===== config.mk =====
export PLATFORM = sky130hd
export DESIGN_NAME = mrcmm_cell
export DESIGN_NICKNAME = d
export VERILOG_FILES = /design/src/sv/mrcmm_pkg.sv /design/src/sv/mrcmm_cell.sv
export SDC_FILE = /design/constraint.sdc
export NUM_CORES = 1
export LEC_CHECK = 0
export BUFFER_PORTS_ARGS = -buffer_cell sky130_fd_sc_hd__buf_4
export CAP_MARGIN = 10
export CORE_AREA = 2 2 88 90
export DETAILED_ROUTE_END_ITERATION = 12
export DIE_AREA = 0 0 90 92
export GPL_ROUTABILITY_DRIVEN = 0
export GPL_TIMING_DRIVEN = 1
export PLACE_DENSITY = 0.71
export SETUP_SLACK_MARGIN = 0.05
export SKIP_CTS_REPAIR_TIMING = 1
export SLEW_MARGIN = 20
export SYNTH_ARGS = -nofsm -noshare
export SYNTH_HDL_FRONTEND = slang
export SYNTH_SLANG_ARGS = --single-unit

===== constraint.sdc =====
create_clock -name clk -period 4.3 [get_ports clk]
set_input_delay 0.645 -clock clk [delete_from_list [all_inputs] [get_ports clk]]
set_output_delay 0.645 -clock clk [all_outputs]
set_load 0.02 [all_outputs]

===== src/sv/mrcmm_pkg.sv =====
// Types and constants shared by the min/max reduction unit.
`timescale 1ns / 1ps

package mrcmm_pkg;

  // configuration port geometry
  localparam int CFG_INDEX_W = 2;
  localparam int CFG_DATA_W  = 7;
  localparam int COUNT_W     = 7;

  // register indexes
  localparam logic [CFG_INDEX_W-1:0] REG_REDUCE_MODE  = 2'd0;
  localparam logic [CFG_INDEX_W-1:0] REG_TAKE_MINIMUM = 2'd1;
  localparam logic [CFG_INDEX_W-1:0] REG_ROW_COUNT    = 2'd2;
  localparam logic [CFG_INDEX_W-1:0] REG_COLUMN_COUNT = 2'd3;

  // reduction modes
  typedef enum logic [1:0] {
    MODE_MATRIX = 2'd0,
    MODE_ROW    = 2'd1,
    MODE_COLUMN = 2'd2
  } mode_t;

  // streaming or draining the column burst
  typedef enum logic {
    PH_STREAM = 1'b0,
    PH_DRAIN  = 1'b1
  } phase_t;

  // per-cell control
  typedef struct packed {
    logic update;
    logic first;
    logic take_minimum;
    logic shift;
  } cell_ctrl_t;

endpackage


===== src/sv/mrcmm_cell.sv =====
// One accumulator cell: compare-and-update, or take the neighbor's value.
`timescale 1ns / 1ps

module mrcmm_cell
  import mrcmm_pkg::*;
#(
  parameter int VALUE_WIDTH = 32
) (
  input  logic                          clk,
  input  cell_ctrl_t                    ctrl,
  input  logic signed [VALUE_WIDTH-1:0] element,
  input  logic signed [VALUE_WIDTH-1:0] neighbor,
  output logic signed [VALUE_WIDTH-1:0] value,
  output logic signed [VALUE_WIDTH-1:0] value_next
);

  logic signed [VALUE_WIDTH-1:0] acc;
  logic signed [VALUE_WIDTH-1:0] acc_next;

  // shift toward the head, or fold in the new element
  always_comb begin
    if (ctrl.shift) begin
      acc_next = neighbor;
    end else if (ctrl.update) begin
      if (ctrl.first) begin
        acc_next = element;
      end else if (ctrl.take_minimum) begin
        acc_next = (element < acc) ? element : acc;
      end else begin
        acc_next = (element > acc) ? element : acc;
      end
    end else begin
      acc_next = acc;
    end
  end

  always_ff @(posedge clk) begin
    acc <= acc_next;
  end

  assign value      = acc;
  assign value_next = acc_next;

endmodule


* Word level (Yosys, flattened, before mapping)
Index checks and enable logic that the tools add are counted.
Word-level totals: input port bits 69, bits in latches 0, register bits after elaboration 32, ROM bits 0, word-level logic and storage cells 9, RAM bits 0, memories 0, output and inout bits 64
Cells by class: equality and inequality tests 0, bitwise operators 0, shift-type cells 0, $mul 0, $add $sub $neg 0, multiplexer cells 6, divide/modulo/power cells 0, order comparisons 2, reductions and logical operators 0
Operator list (count):
- $mux 32 | 6
- $gt 32x32->1 | 1
- $lt 32x32->1 | 1

* Logic depth before layout (Yosys ltp)
depth after elaboration 6, gate-level depth with buffers 12, mapped depth without buffers 9

* Worst setup path before layout
No wires, ideal clock.
path kind input to output, start point input port element[14], end point output port value_next[10], data arrival time 3.368 ns, required time 3.655 ns, slack 0.287 ns, buffers on the path 1, cell stages on the path 9, cell sequence ha_1 a21oi_1 nand2_1 a221o_1 o31a_2 nor4_4 buf_2 nor3_1 o311ai_0
Between the ends: cells in the longest elaborated chain, start to end 6
Ends and longest elaborated chain:
- start: declaration | RTL line mrcmm_cell.sv:11 | input logic signed [VALUE_WIDTH-1:0] element,
- $gt 32x32->1 or $lt 32x32->1 (tied branches) | RTL line mrcmm_cell.sv:30, mrcmm_cell.sv:28
- $mux 32, on equally long branches | RTL line mrcmm_cell.sv:30, mrcmm_cell.sv:28
- $mux 32 * | RTL line mrcmm_cell.sv:27 | end else if (ctrl.take_minimum) begin
- $mux 32 * | RTL line mrcmm_cell.sv:25 | if (ctrl.first) begin
- $mux 32 * | RTL line mrcmm_cell.sv:24 | end else if (ctrl.update) begin
- $mux 32 * | RTL line mrcmm_cell.sv:22 | if (ctrl.shift) begin
- end: declaration | RTL line mrcmm_cell.sv:14 | output logic signed [VALUE_WIDTH-1:0] value_next
Mark *: on every way between the ends. The rest lies on a longest branch, timed or not.

* Final worst setup path
start point input port element[5], end point output port value_next[3]
The elaborated chain is that of the path after synthesis.

==> impl_metrics.csv <==
group,metric,value,unit
sta,fin_skew,4.41,ps
synth,yosys-top-cells-area,"dfxtp_1, ha_1, o41ai_1, nor2_1, nand2_1",
cells_and_area,final_util,0.550,
power,power_frac_seq,0.287,
sta,max_freq,0.246,GHz
worst_setup_path,crit_path_end_kind,"primary output",
synth,synthArstFlopShare,0,
synth,synth_top_area_share,0.222,
sta,rsz0062_at_grt,"yes",
synth,synth_top_cell_by_area,"dfxtp_1",
synth,synth_compound_area_frac,0.285,
worst_setup_path,start_kind,"primary input",
synth,muxShareOfSynthArea,0,
power,sw_frac_of_total,0.418,
detailed_routing,drc,0,
cts,cts_buffers,5,
global_routing,grt_pass1_vias,3117,
cts,tritoncts,"yes",
sta,fin_crit_sh,0.944,
worst_setup_path,crit_type,"primary input to primary output",
global_routing,grt_overflow,0,
synth,synthSimpleGateAreaFrac,0.252,
sta,relSlewSlack,0.379,
power,pwr-share-clk,0.186,
cells_and_area,largest_register_ffs,32,
synth,synth-xor-area-share,0,
cts,clockBufferDepth,2,
sta,maxSlewViolCount,0,
cts,htree_levels,2,
cells_and_area,fin_nets,613,
sta,hold_viol_final,0,
cells_and_area,area_delta_synth_final,41.9,%
worst_setup_path,cp.arrival,3410,ps
floorplanning,core-area,7450,µm²
cts,clkSlewWorstSetupHoldPaths,70,ps
global_routing,antenna_found_initial,0,
sta,finalCriticalPeriod,4060,ps
sta,worst_slew_pin_slew,931,ps
synth,synth.most_common_cell,"nor2_1",
sta,setup-violations-final,0,
floorplanning,die_area,8280,µm²
worst_setup_path,cp_max_fo,38,
synth,avgSynthCellArea,7.33,µm²
floorplanning,die_w,90,µm
placement,dp.cells,607,
cells_and_area,nFillCells,739,
detailed_routing,wl_per_cell,14.9,µm
synth,synth_seq_cells,32,
synth,synth_edf_count,0,
synth,seq_area_frac_synth,0.222,
job,maxCapViolCount,0,
power,power_density,322,nW/µm²
synth,synth-adder-area-share,0.139,
synth,yosys_most_used_dff,"dfxtp_1",
synth,synth_top_family_by_area,"compound AO/OA/AOI/OAI gates",
synth,synthCells,394,
floorplanning,fp.dieH,92,µm
placement,dpl.hpwl,6.88,mm
cts,cts_root_buf,"clkbuf_8",
cells_and_area,post_route_cells_drive_above_1_share,0.314,
sta,fin_setup_tns,0,ps
hold_path,hold_class,"register to register",
detailed_routing,drtPass1Iterations,5,
power,ir_worst_vdd,0.153,mV
detailed_routing,drt-total-wl,9.14,mm
worst_setup_path,critPathRequiredTime,3650,ps
synth,synthTopCellsByCount,"nor2_1, nand2_1, inv_1",
placement,io_buffer_count,132,
cells_and_area,instances_no_fill,615,
power,p_switching,0.000551,W
power,combPwrFrac,0.527,
detailed_routing,dr.first_iter.drc_count,143,
cts,clock_sinks,32,
synth,yosys_warnings,0,
run_status,outcome,"finished, final reports clean",
power,p_int,0.000768,W
synth,synth_fp_nets,495,
global_routing,grt_pass1_wl,14.8,mm
cells_and_area,diodes,0,
floorplanning,start_util,0.388,
synth,ys_types,42,
detailed_routing,vias_per_cell,5.47,
detailed_routing,ant_nets,0,
synth,syn_area,2890,µm²
floorplanning,ios,133,
power,leakagePower,1.96,nW
global_routing,grt_max_degree,63,
global_routing,track_usage,0.213,
cts,clkLatencyLatePin,280,ps
detailed_routing,vias,3366,
floorplanning,rows,32,
==> layout make-up <==
cell class	count	area [µm²]	share of cell area
Sequential cell	32	641	0.156
Timing Repair Buffer	141	1090	0.266
Inverter	39	146	0.0357
Multi-Input combinational cell	293	2000	0.489
Tap cell	102	128	0.0311
Clock buffer	8	90.1	0.0220
==> placed cells by master, fill, tap and decap left out, types with 4 or more instances in the layout <==
cell type	Yosys	layout
inv_1	39	39
o41ai_1	29	29
o311ai_1	15	26
dfxtp_1	32	32
o21ai_0	4	4
nand2_1	44	44
buf_4	1	137
a21oi_1	16	16
nand3_1	5	5
nor2_1	64	64
o311ai_2	0	4
ha_1	32	32
nor3_1	29	29
clkbuf_8	0	6
==> cell families after synthesis <==
group	count (synthesis)
flops	32
buf+inv	69
fa+ha+maj	32
compound gates	102
simple gates	159
==> power groups by stage <==
stage / Combinational, W / Sequential, W / Clock [W]
2_1_floorplan: 0.000359 / 0.000435 / 0
3_3_place_gp: 0.000672 / 0.000385 / 0
3_5_place_dp: 0.000681 / 0.000385 / 0
4_1_cts: 0.000685 / 0.000379 / 0.000253
5_1_grt: 0.000761 / 0.000384 / 0.000269
6_report: 0.000694 / 0.000379 / 0.000246
==> metal layers <==
metal / vias to the layer above / GRT usage / share of wire
li1: 1698 / - / -
met2: 122 / 0.357 / 0.49
met5: - / 0 / 0
met4: 0 / 0.0577 / 0.0090
met3: 8 / 0.0493 / 0.065
met1: 1538 / 0.275 / 0.44
==> final timing paths <==
path               from  slack (ps)  cells past startpoint            end
max          element[5]         240                     11  value_next[3]
min           value[31]         590                      2      value[31]
max reg2reg    value[5]        1250                     10       value[3]
min reg2reg   value[31]         590                      2      value[31]
==> worst max-delay path: stages <==
cell and delay [ps]:
buf_4 120, ha_1 280, a21oi_1 140, o21ai_0 130, a221o_1 360, o31a_2 400, o31a_2 390, buf_12 180
o41ai_1 360, o311ai_2 200, buf_4 190
==> metrics by stage <==
step | worst slack, ps | hold slack, ps | cell area, µm² | total power [W]
floorplan | 287 | 811 | 2890 | 0.000794
global placement | 172 | 574 | 3970 | 0.00106
detailed placement | 134 | 584 | 3970 | 0.00107
CTS | 100 | 584 | 4060 | 0.00132
global route | 17.3 | 605 | 4100 | 0.00141
finish | 242 | 588 | 4100 | 0.00132
No activity file was read; power rests on OpenSTA's default activity.
